===== config.mk =====
export PLATFORM = sky130hd
export DESIGN_NAME = longest_prefix_match_lookup
export DESIGN_NICKNAME = d
export VERILOG_FILES = /design/src/rtl/lpm_pkg.sv /design/src/rtl/lpm_table.sv /design/src/rtl/lpm_best.sv /design/src/rtl/lpm_ctrl.sv /design/src/rtl/longest_prefix_match_lookup.sv
export SDC_FILE = /design/constraint.sdc
export NUM_CORES = 1
export LEC_CHECK = 0
export ABC_AREA = 1
export BUFFER_PORTS_ARGS = -buffer_cell sky130_fd_sc_hd__buf_2
export CORE_MARGIN = 2
export CORE_UTILIZATION = 25
export CTS_BUF_LIST = sky130_fd_sc_hd__clkbuf_4
export DETAILED_ROUTE_END_ITERATION = 7
export PLACE_DENSITY = 0.41
export RECOVER_POWER = 100
export SYNTH_ARGS = -nofsm -noshare
export SYNTH_HDL_FRONTEND = slang
export SYNTH_SLANG_ARGS = --single-unit
export TNS_END_PERCENT = 5

===== constraint.sdc =====
create_clock -name clk -period 4.6 [get_ports clk]
set_clock_uncertainty 0.2 [all_clocks]
set_input_delay 0.92 -clock clk [delete_from_list [all_inputs] [get_ports clk]]
set_output_delay 0.92 -clock clk [all_outputs]
set_load 0.005 [all_outputs]

===== src/rtl/lpm_pkg.sv =====
// shared types and constants for the longest prefix match lookup
// no dependencies; used by every module under rtl
package lpm_pkg;

    localparam int TABLE_DEPTH_DEF = 16;
    localparam int PORT_COUNT      = 16;

    localparam int ADDR_W = 32;
    localparam int PORT_W = 4;
    localparam int SLOT_W = 4;

    localparam int IN_DATA_W  = 112;
    localparam int OUT_DATA_W = 48;

    localparam logic CMD_WRITE  = 1'b0;
    localparam logic CMD_LOOKUP = 1'b1;

    typedef enum logic [3:0] {
        S_IDLE   = 4'b0001,
        S_SCAN   = 4'b0010,
        S_LAST   = 4'b0100,
        S_REPORT = 4'b1000
    } state_t;

    typedef struct packed {
        logic              vld;
        logic [ADDR_W-1:0] prefix;
        logic [ADDR_W-1:0] mask;
        logic [PORT_W-1:0] port;
    } entry_t;

    typedef struct packed {
        logic [ADDR_W-1:0] mask;
        logic [SLOT_W-1:0] slot;
        logic [PORT_W-1:0] port;
        logic              found;
    } result_t;

    // sequencer to datapath controls
    typedef struct packed {
        logic clear;
        logic rd_en;
        logic load_out;
        logic busy;
    } scan_ctrl_t;

endpackage


===== src/rtl/lpm_table.sv =====
// route table storage: valid flags in flops, entry fields in a memory
// depends on lpm_pkg
module lpm_table #(
    parameter int TABLE_DEPTH = lpm_pkg::TABLE_DEPTH_DEF,
    parameter int IDX_W       = (TABLE_DEPTH > 1) ? $clog2(TABLE_DEPTH) : 1
) (
    input  logic                      clk,
    input  logic                      rst_n,
    input  logic                      wr_en,
    input  logic [IDX_W-1:0]          wr_slot,
    input  logic                      wr_valid,
    input  logic [lpm_pkg::ADDR_W-1:0] wr_prefix,
    input  logic [lpm_pkg::ADDR_W-1:0] wr_mask,
    input  logic [lpm_pkg::PORT_W-1:0] wr_port,
    input  logic                      rd_en,
    input  logic [IDX_W-1:0]          rd_addr,
    output logic                      rd_strobe,
    output logic [IDX_W-1:0]          rd_slot,
    output lpm_pkg::entry_t           rd_entry
);
    import lpm_pkg::*;

    logic [TABLE_DEPTH-1:0] valid_reg;
    logic [ADDR_W-1:0]      prefix_mem [TABLE_DEPTH];
    logic [ADDR_W-1:0]      mask_mem   [TABLE_DEPTH];
    logic [PORT_W-1:0]      port_mem   [TABLE_DEPTH];

    logic [ADDR_W-1:0] rd_prefix_reg;
    logic [ADDR_W-1:0] rd_mask_reg;
    logic [PORT_W-1:0] rd_port_reg;
    logic              rd_vld_reg;
    logic              rd_strobe_reg;
    logic [IDX_W-1:0]  rd_slot_reg;

    always_ff @(posedge clk or negedge rst_n)
    begin
        if (!rst_n)
        begin
            valid_reg     <= '0;
            rd_strobe_reg <= 1'b0;
        end
        else
        begin
            if (wr_en)
            begin
                valid_reg[wr_slot] <= wr_valid;
            end
            rd_strobe_reg <= rd_en;
        end
    end

    always_ff @(posedge clk)
    begin
        if (wr_en)
        begin
            prefix_mem[wr_slot] <= wr_prefix;
            mask_mem[wr_slot]   <= wr_mask;
            port_mem[wr_slot]   <= wr_port;
        end
        if (rd_en)
        begin
            rd_prefix_reg <= prefix_mem[rd_addr];
            rd_mask_reg   <= mask_mem[rd_addr];
            rd_port_reg   <= port_mem[rd_addr];
            rd_vld_reg    <= valid_reg[rd_addr];
            rd_slot_reg   <= rd_addr;
        end
    end

    assign rd_strobe       = rd_strobe_reg;
    assign rd_slot         = rd_slot_reg;
    assign rd_entry.vld    = rd_vld_reg;
    assign rd_entry.prefix = rd_prefix_reg;
    assign rd_entry.mask   = rd_mask_reg;
    assign rd_entry.port   = rd_port_reg;

endmodule


===== src/rtl/lpm_best.sv =====
// shared match and compare unit, keeps the best entry seen in a scan
// depends on lpm_pkg
module lpm_best #(
    parameter int IDX_W = 4
) (
    input  logic                       clk,
    input  logic                       clear,
    input  logic [lpm_pkg::ADDR_W-1:0] lookup_address,
    input  logic                       rd_strobe,
    input  logic [IDX_W-1:0]           rd_slot,
    input  lpm_pkg::entry_t            rd_entry,
    output lpm_pkg::result_t           best
);
    import lpm_pkg::*;

    logic [ADDR_W-1:0] addr_reg;
    result_t           best_reg;
    logic              match;
    logic              better;

    assign match  = ((rd_entry.prefix ^ addr_reg) & rd_entry.mask) == '0;
    // first hit always wins, later ones only with a strictly larger mask
    assign better = !best_reg.found || (rd_entry.mask > best_reg.mask);

    always_ff @(posedge clk)
    begin
        if (clear)
        begin
            addr_reg <= lookup_address;
            best_reg <= '0;
        end
        else if (rd_strobe && rd_entry.vld && match && better)
        begin
            best_reg.found <= 1'b1;
            best_reg.port  <= rd_entry.port;
            best_reg.slot  <= SLOT_W'(rd_slot);
            best_reg.mask  <= rd_entry.mask;
        end
    end

    assign best = best_reg;

endmodule


===== src/rtl/lpm_ctrl.sv =====
// scan sequencer: walks the table one entry per cycle and hands off the result
// depends on lpm_pkg
module lpm_ctrl #(
    parameter int TABLE_DEPTH = lpm_pkg::TABLE_DEPTH_DEF,
    parameter int IDX_W       = (TABLE_DEPTH > 1) ? $clog2(TABLE_DEPTH) : 1
) (
    input  logic                clk,
    input  logic                rst_n,
    input  logic                start,
    input  logic                out_free,
    output logic                ready,
    output logic [IDX_W-1:0]    rd_addr,
    output lpm_pkg::scan_ctrl_t ctrl
);
    import lpm_pkg::*;

    state_t           state_reg, state_next;
    logic [IDX_W-1:0] cnt_reg, cnt_next;

    always_comb
    begin
        state_next    = state_reg;
        cnt_next      = cnt_reg;
        ctrl          = '0;
        ready         = 1'b0;
        case (state_reg)
            S_IDLE:
            begin
                ready = 1'b1;
                if (start)
                begin
                    ctrl.clear = 1'b1;
                    cnt_next   = '0;
                    state_next = S_SCAN;
                end
            end
            S_SCAN:
            begin
                ctrl.rd_en = 1'b1;
                ctrl.busy  = 1'b1;
                if (cnt_reg == IDX_W'(TABLE_DEPTH - 1))
                begin
                    state_next = S_LAST;
                end
                else
                begin
                    cnt_next = cnt_reg + 1'b1;
                end
            end
            S_LAST:
            begin
                // last read data is compared at this edge
                ctrl.busy  = 1'b1;
                state_next = S_REPORT;
            end
            S_REPORT:
            begin
                ctrl.busy = 1'b1;
                if (out_free)
                begin
                    ctrl.load_out = 1'b1;
                    state_next    = S_IDLE;
                end
            end
            default:
            begin
                state_next = S_IDLE;
            end
        endcase
    end

    always_ff @(posedge clk or negedge rst_n)
    begin
        if (!rst_n)
        begin
            state_reg <= S_IDLE;
            cnt_reg   <= '0;
        end
        else
        begin
            state_reg <= state_next;
            cnt_reg   <= cnt_next;
        end
    end

    assign rd_addr = cnt_reg;

endmodule


===== src/rtl/longest_prefix_match_lookup.sv =====
// top level of the longest prefix match route lookup
// depends on lpm_pkg, lpm_table, lpm_best, lpm_ctrl
//
// input channel s_axis carries one item per handshake; tuser selects a
// table write or an address lookup. a write updates the entry at the edge
// that takes it and gives no result. a lookup reads the table memory one
// entry per cycle through a single compare unit, so the input stays closed
// through the scan (S_SCAN), the compare of the last entry (S_LAST) and the
// hand-off to the output register (S_REPORT); a new item is taken only
// once the sequencer is back in S_IDLE.
// the result sits in an output register; the block takes the next item
// while it waits, and a finished scan holds until that register is free,
// so a stalled receiver only delays the following lookup.
// reset empties the table (all valid flags cleared) and drops any pending
// result; entry contents are not cleared and need no clearing pass.
module longest_prefix_match_lookup #(
    parameter int TABLE_DEPTH = lpm_pkg::TABLE_DEPTH_DEF
) (
    input  logic                              clk,
    input  logic                              rst_n,
    input  logic                              s_axis_tvalid,
    output logic                              s_axis_tready,
    // entry_slot, entry_enable, route_prefix_in, route_mask_in, route_port_in,
    // lookup_address, zero fill
    input  logic [lpm_pkg::IN_DATA_W-1:0]     s_axis_tdata,
    // command
    input  logic                              s_axis_tuser,
    output logic                              m_axis_tvalid,
    input  logic                              m_axis_tready,
    // found, out_port, hit_slot, hit_mask, zero fill
    output logic [lpm_pkg::OUT_DATA_W-1:0]    m_axis_tdata
);
    import lpm_pkg::*;

    localparam int IDX_W = (TABLE_DEPTH > 1) ? $clog2(TABLE_DEPTH) : 1;

    logic [SLOT_W-1:0] entry_slot;
    logic              entry_enable;
    logic [ADDR_W-1:0] route_prefix_in;
    logic [ADDR_W-1:0] route_mask_in;
    logic [PORT_W-1:0] route_port_in;
    logic [ADDR_W-1:0] lookup_address;

    logic              accept;
    logic              wr_en;
    logic              start;
    logic              out_free;
    logic [IDX_W-1:0]  rd_addr;
    logic              rd_strobe;
    logic [IDX_W-1:0]  rd_slot;
    entry_t            rd_entry;
    result_t           best;
    scan_ctrl_t        ctrl;

    logic              out_valid_reg;
    result_t           out_data_reg;

    assign entry_slot      = s_axis_tdata[3:0];
    assign entry_enable    = s_axis_tdata[4];
    assign route_prefix_in = s_axis_tdata[36:5];
    assign route_mask_in   = s_axis_tdata[68:37];
    assign route_port_in   = s_axis_tdata[72:69];
    assign lookup_address  = s_axis_tdata[104:73];

    assign accept = s_axis_tvalid && s_axis_tready;
    assign start  = accept && (s_axis_tuser == CMD_LOOKUP);
    // out of range slot or port leaves the table untouched
    assign wr_en  = accept && (s_axis_tuser == CMD_WRITE)
                    && ({24'd0, entry_slot} < 28'(TABLE_DEPTH))
                    && ({24'd0, route_port_in} < 28'(PORT_COUNT));

    assign out_free = !out_valid_reg || m_axis_tready;

    lpm_ctrl #(
        .TABLE_DEPTH (TABLE_DEPTH),
        .IDX_W       (IDX_W)
    ) u_ctrl (
        .clk      (clk),
        .rst_n    (rst_n),
        .start    (start),
        .out_free (out_free),
        .ready    (s_axis_tready),
        .rd_addr  (rd_addr),
        .ctrl     (ctrl)
    );

    lpm_table #(
        .TABLE_DEPTH (TABLE_DEPTH),
        .IDX_W       (IDX_W)
    ) u_table (
        .clk       (clk),
        .rst_n     (rst_n),
        .wr_en     (wr_en),
        .wr_slot   (IDX_W'(entry_slot)),
        .wr_valid  (entry_enable),
        .wr_prefix (route_prefix_in),
        .wr_mask   (route_mask_in),
        .wr_port   (route_port_in),
        .rd_en     (ctrl.rd_en),
        .rd_addr   (rd_addr),
        .rd_strobe (rd_strobe),
        .rd_slot   (rd_slot),
        .rd_entry  (rd_entry)
    );

    lpm_best #(
        .IDX_W (IDX_W)
    ) u_best (
        .clk            (clk),
        .clear          (ctrl.clear),
        .lookup_address (lookup_address),
        .rd_strobe      (rd_strobe),
        .rd_slot        (rd_slot),
        .rd_entry       (rd_entry),
        .best           (best)
    );

    always_ff @(posedge clk or negedge rst_n)
    begin
        if (!rst_n)
        begin
            out_valid_reg <= 1'b0;
        end
        else if (ctrl.load_out)
        begin
            out_valid_reg <= 1'b1;
        end
        else if (m_axis_tready)
        begin
            out_valid_reg <= 1'b0;
        end
    end

    always_ff @(posedge clk)
    begin
        if (ctrl.load_out)
        begin
            out_data_reg <= best;
        end
    end

    assign m_axis_tvalid = out_valid_reg;
    assign m_axis_tdata  = {(OUT_DATA_W - $bits(result_t))'(0), out_data_reg};

`ifndef SYNTHESIS
    a_load_shows: assert property (@(posedge clk) disable iff (!rst_n)
        ctrl.load_out |=> m_axis_tvalid)
        else $error("result not presented after load");

    a_miss_zero: assert property (@(posedge clk) disable iff (!rst_n)
        m_axis_tvalid && !out_data_reg.found |->
            out_data_reg.port == '0 && out_data_reg.slot == '0 && out_data_reg.mask == '0)
        else $error("miss result carries nonzero fields");

    a_scan_closed: assert property (@(posedge clk) disable iff (!rst_n)
        rd_strobe |-> !s_axis_tready)
        else $error("input open while table scan runs");

    a_lookup_busy: assert property (@(posedge clk) disable iff (!rst_n)
        start |=> !s_axis_tready && ctrl.busy)
        else $error("lookup accepted but scan did not start");
`endif

endmodule


==> results.cfg, run 1 <==
[cts]
root_buffer = clkbuf_4
hold_buffers = 144
post_cts_buffers = 0
cts_htree_levels = 5
cts.clk_slew.worst_paths_ps = 70
postCtsResizedCells = 0
tritoncts = yes
cts_buffer_depth = 4
clk_latency_ps = 1300
numCtsBuffers = 360
clock_sinks = 1301

[pwr]
power.leakage_uw = 0.0202
fin_total_pwr_uw = 29500
power.share.clock_pct = 34.7
power_density_mw_per_mm2 = 490
power_switching_uw = 8940
comb_power_share_pct = 18.6
p_int_uw = 20600
switching_share_pct = 30.3
ir_drop_v = 0.000349
seqPwrFrac_pct = 46.8

[synthesis]
synthFlopType = edfxtp_1
ys_types = 36
synth_seq_area_share_pct = 76.3
yosys_warnings = 0
synth-edff-count = 1234
ys_ff_latch = 1301
postSynthCellCount = 3786
syn_area_mm2 = 0.0505
async_reset_ff_share_pct = 2.00
syn_avg_cell_area_um2 = 13.3

[critical_path]
worst_r2r_path_depth = 5
slowest_stage = dfrtp_1
cp-start-kind = register
max_stage_delay_ps = 1820
cp.arrival_ps = 4980
startpoint = u_ctrl.rd_addr[2]$_DFFE_PN0P_
r2r_end = u_table.rd_prefix_reg[19]$_DFFE_PP_
rrSetupSlack_ps = 380
r2r_start = u_ctrl.rd_addr[2]$_DFFE_PN0P_
crit_path_end = u_table.rd_prefix_reg[19]$_DFFE_PP_
path_cells = nor2_2 > clkbuf_1 > buf_4 > nand2_1 > nand3_1
end_kind = register
worstPathRequired_ps = 5360
path_max_fanout = 37
critPathKind = reg2reg

[route]
drt-total-wl_um = 158000
wire_per_inst_um = 22.0
dr_total_vias = 32800
postRouteAntennaNets = 0
routed_via_density = 4.56
remaining_drc_errors = 0
drtPass1Iterations = 5
drt_iter0_markers = 2181

[global_routing]
grt_pass1_vias = 32500
grt_pass1_wl_um = 228000
grt_antenna_before_repair = 27
grt_util_all_layers_pct = 15.2
grt_max_degree = 171
grt_overflow = 0

[outcome]
violations = capacitance limit, slew limit
outcome = finished with violations

[sta]
finalCritPeriodShare_pct = 91.7
relSlewSlack_pct = -64.6
rsz0062_at_grt = false
max_slew.worst_pin.slew_ps = 2470
setup_violations = 0
drv_slew = 706
timing.final.ws_setup_ps = 382
hold_violations = 0
holdWs_ps = 147
max_clock_freq_mhz = 237
min_period_ps = 4220

[place]
gp_congestion = 0.752
pre_cts_ws_ps = 1100
dp_hpwl_um = 86200
port_buffers = 152

[finish]
nFillCells = 20800
drive_above_1_share_pct = 15.9
multiInputGateArea_mm2 = 0.0105
fin_nets = 4432
areaGrowthSynthToFinish_pct = 19.2
final-seq-area_mm2 = 0.0385
reg_top3 = u_table.mask_mem (512), u_table.prefix_mem (512), u_table.port_mem (64)

[worst_hold_path]
hold_class = in2reg

[flow_run]
max-cap-violations = 13

[floorplan]
initial_core_util_pct = 25.1
pin_count = 167
die_height_um = 454
coreArea_mm2 = 0.201
num_rows = 165
die_area_mm2 = 0.206
die_w_um = 454
[worst min-delay path by stage]
stage / from / endpoint / slack [ps] / cells past startpoint
6_report: s_axis_tuser / u_table.prefix_mem[5][28]$_DFFE_PP_ / 150 / 4
4_1_cts: s_axis_tuser / u_best.addr_reg[27]$_DFFE_PP_ / 0.9 / 3
2_1_floorplan: u_best.best[1]$_SDFFE_PP0P_ / m_axis_tdata[1]$_DFFE_PP_ / 210 / 0
3_5_place_dp: u_best.best[7]$_SDFFE_PP0P_ / m_axis_tdata[7]$_DFFE_PP_ / 210 / 0
5_1_grt: s_axis_tuser / u_table.prefix_mem[5][28]$_DFFE_PP_ / 50 / 4
3_3_place_gp: u_best.best[4]$_SDFFE_PP0P_ / m_axis_tdata[4]$_DFFE_PP_ / 220 / 0
[through the flow]
step / instances / setup TNS, ps / util [%] / instance area [um2]
floorplan: 3792 / -215880 / - / 50500
global placement: 6448 / 0 / 27.2 / 54800
detailed placement: 6448 / 0 / 27.2 / 54800
CTS: 7194 / 0 / 30.1 / 60600
global route: 7201 / 0 / 29.9 / 60200
finish: 7203 / 0 / 29.9 / 60200
[cells in the final DEF, fill, tap and decap left out, types with 7 or more instances in the layout]
master and count:
edfxtp_1 1234, nor2_1 635, clkbuf_4 559, o21ai_0 555
nand2_1 263, o22ai_1 168, nand3_1 165, dlygate4sd3_1 143
inv_1 118, clkbuf_1 107, o221ai_1 105, a21oi_1 82
buf_2 59, dfxtp_1 41, clkinv_1 39, o211ai_1 33
ha_1 33, o21ai_1 29, buf_4 25, dfrtp_1 23
buf_12 21, clkbuf_2 15, inv_2 12, nor2_4 10
diode_2 9, nand4_1 8, conb_1 7
[logic make-up (layout without fill, tap and decap cells)]
group / after synthesis / count (layout) / synth area share [%]
fa+ha+maj: 33 / 33 / 0.817
flops: 1301 / 1301 / 76.3
compound gates: 977 / 977 / 11.1
other cells: 1 / 16 / 0.00742
mux: 5 / 5 / 0.111
xor+xnor: 2 / 2 / 0.0347
simple gates: 1091 / 1091 / 8.65
buf+inv: 376 / 1106 / 3.04
[cells in the mapped netlist, types with 2 or more instances]
library cell     n  area share, %
buf_4           11           0.16
nand3_1        165            1.6
o211ai_1        33           0.49
nand4_1          8          0.099
o221ai_1       105            1.8
o21ai_1         32           0.32
nor2_2           5          0.062
buf_2           61           0.60
xnor2_1          2          0.035
inv_1          117           0.87
dfrtp_1         25            1.2
mux2_1           5           0.11
o22ai_1        168            2.1
ha_1            33           0.82
a21oi_1         81           0.80
edfxtp_1      1234             73
o21a_1           2          0.030
nor2_1         643            4.8
buf_1           11          0.082
nand2_1        264            2.0
o21ai_0        552            5.5
clkbuf_1       164            1.2
a21o_1           3          0.045
inv_2           10          0.074
dfxtp_1         41            1.6
[per-layer routing]
layer	GRT usage, %	routed length [um]
met1	19.7	70000
met2	25.3	76800
met3	3.35	7860
met4	4.38	3300
met5	0	118
[power groups by stage]
stage	registers [uW]	clock network [uW]	logic, uW
finish	13800	10200	5480
global route	13800	11300	6170
CTS	13800	10600	5650
detailed placement	14100	0	5530
global placement	14100	0	5530
floorplan	13900	0	3510
[cell type report]
| class | instances | share of cell area [%] |
|---|---|---|
| Clock inverter | 49 | 0.403 |
| Inverter | 128 | 0.836 |
| Clock buffer | 553 | 6.90 |
| Tap cell | 2672 | 5.55 |
| Multi-Input combinational cell | 2115 | 17.5 |
| Antenna cell | 9 | 0.0374 |
| Sequential cell | 1301 | 64.0 |
| Timing Repair Buffer | 376 | 4.75 |
[critical path: cells and delay by family (launching register included)]
kind / cells / cell delay, ps
flip-flops: 1 / 1820
AND/OR/NAND/NOR: 3 / 930
buffers and inverters: 2 / 890
Note: power is estimated with default switching activity, not from simulation.
==> run 2: changes to the inputs <==
==> constraint.sdc (replaced) <==
create_clock -name clk -period 4.6 [get_ports clk]
set_clock_uncertainty 0.2 [all_clocks]
set_input_delay 0 -clock clk [delete_from_list [all_inputs] [get_ports clk]]
set_output_delay 0 -clock clk [all_outputs]
set_load 0.005 [all_outputs]
==> run 2 against run 1 <==
The run still ends with capacitance limit, slew limit left. Via count grew 1.0%. Cell area is 2.6% higher. Combinational power increased by 2%. Global-route usage grew 0.069 points. Non-clock buffer count grew 142. Routed wire length is 1.1% higher. Critical endpoint is now m_axis_tdata[0]$_DFFE_PP_. Largest cell class unchanged. Highest routed layer unchanged.
==> results.cfg, run 2 (synthesized netlist as in run 1, its figures left out) <==
[outcome]
outcome = finished with violations
violations = capacitance limit, slew limit

[critical_path]
end_kind = register
r2r_end = m_axis_tdata[0]$_DFFE_PP_
path_cells = nor4_1 > inv_1 > nor2_1 > clkbuf_2
crit_cells = 4
path_buf_inv = 2
slowest_stage = nor2_1
max_stage_delay_ps = 2200
worst_r2r_path_depth = 4
critPathKind = reg2reg
path_max_fanout = 27
crit_path_end = m_axis_tdata[0]$_DFFE_PP_
r2r_start = u_ctrl.state_reg[1]$_DFFE_PN0P_
rrSetupSlack_ps = 320
cp_top_family = simple AND/OR/NAND/NOR gates
startpoint = u_ctrl.state_reg[1]$_DFFE_PN0P_
cp-start-kind = register
cp.arrival_ps = 5070
worstPathRequired_ps = 5390

[pwr]
ir_drop_v = 0.000285
power_density_mw_per_mm2 = 485
power.leakage_uw = 0.0209

[cts]
root_buffer = clkbuf_4
clock_sinks = 1301
numCtsBuffers = 367
cts.clk_slew.worst_paths_ps = 70
cts_htree_levels = 5
post_cts_buffers = 0
cts_buffer_depth = 4
clk_latency_ps = 1320
tritoncts = yes

[global_routing]
grt_overflow = 0
grt_max_degree = 136
grt_pass1_vias = 32700
grt_pass1_wl_um = 228000
grt_antenna_before_repair = 24
grt_util_all_layers_pct = 15.3

[worst_hold_path]
hold_class = in2reg

[finish]
fin_nets = 4581
fin_util_pct = 30.6
drive_above_1_share_pct = 16.2
areaGrowthSynthToFinish_pct = 22.2
layout_common_cells = edfxtp_1, nor2_1, clkbuf_4
layout_commonest_cell = edfxtp_1
nFillCells = 20700
reg_top3 = u_table.mask_mem (512), u_table.prefix_mem (512), u_table.port_mem (64)
stdcell_count = 7373

[route]
wire_per_inst_um = 21.7
remaining_drc_errors = 0
postRouteAntennaNets = 0
drt-total-wl_um = 160000
routed_via_density = 4.50
dr_total_vias = 33100
drt_iter0_markers = 2483
drtPass1Iterations = 5

[place]
port_buffers = 152
gp_congestion = 0.749
dp_hpwl_um = 85400
placed_cells = 6450

[floorplan]
die_height_um = 454
num_rows = 165
initial_core_util_pct = 25.1
coreArea_mm2 = 0.201
die_w_um = 454
pin_count = 167
die_area_mm2 = 0.206

[sta]
rsz0062_at_grt = false
hold_violations = 0
max_clock_freq_mhz = 233
setup_violations = 0
holdWs_ps = 159
min_period_ps = 4280
finalCritPeriodShare_pct = 93.1
relSlewSlack_pct = -103
drv_slew = 672
max_slew.worst_pin.slew_ps = 3040

[flow_run]
max-cap-violations = 14
## run 2: repair_timing
action                    in CTS  in global routing
resized for setup              0                  0
hold buffers                 284                  0
hold endpoints to repair    2341                  0
## run 2: metal layers
| metal | global-route usage, % | routed length, um | vias to the layer above |
|---|---|---|---|
| li1 | - | - | 15600 |
| met1 | 19.9 | 71500 | 16500 |
| met2 | 25.3 | 77500 | 828 |
| met3 | 3.24 | 7310 | 232 |
| met4 | 4.67 | 3430 | 12 |
| met5 | 0 | 82 | - |
## run 2: worst min path at each step
stage / to / from / slack (ps) / cells past startpoint
floorplan: m_axis_tvalid$_DFFE_PN0P_ / rst_n / -500 / 0
global placement: m_axis_tvalid$_DFFE_PN0P_ / rst_n / -140 / 1
detailed placement: m_axis_tvalid$_DFFE_PN0P_ / rst_n / -140 / 1
CTS: u_table.prefix_mem[2][20]$_DFFE_PP_ / s_axis_tdata[25] / 9 / 3
global route: u_table.mask_mem[3][12]$_DFFE_PP_ / s_axis_tdata[49] / 90 / 3
finish: u_table.prefix_mem[3][22]$_DFFE_PP_ / s_axis_tdata[27] / 160 / 3
## run 2: power by group
part           switching (uW)  internal (uW)  leakage [uW]
Clock                    4800           5700       0.00276
Sequential                318          13500        0.0118
Combinational            3930           1670       0.00639
## run 2: per-stage QoR
step / area [um2] / power (uW) / setup slack [ps] / setup TNS, ps
2_1_floorplan: 50500 / 17400 / -181 / -134240
4_1_cts: 62200 / 30500 / 177 / 0
6_report: 61700 / 29900 / 315 / 0
3_5_place_dp: 54800 / 19600 / 1180 / 0
5_1_grt: 61700 / 31600 / 27.1 / 0
3_3_place_gp: 54800 / 19600 / 1210 / 0
## run 2: worst reg2reg max path, cell delays in order, from the launching register on
cell and delay, ps:
dfrtp_1 420, nor4_1 420, inv_1 130, nor2_1 2200
clkbuf_2 570
## run 2: area by class of cell
| cell class | instances | area, um2 | area share [%] |
|---|---|---|---|
| Multi-Input combinational cell | 2115 | 10500 | 17.0 |
| Inverter | 128 | 505 | 0.819 |
| Antenna cell | 7 | 17.5 | 0.0284 |
| Sequential cell | 1301 | 38500 | 62.4 |
| Tap cell | 2672 | 3340 | 5.41 |
| Timing Repair Buffer | 518 | 4240 | 6.87 |
| Clock inverter | 68 | 344 | 0.557 |
| Clock buffer | 564 | 4230 | 6.86 |
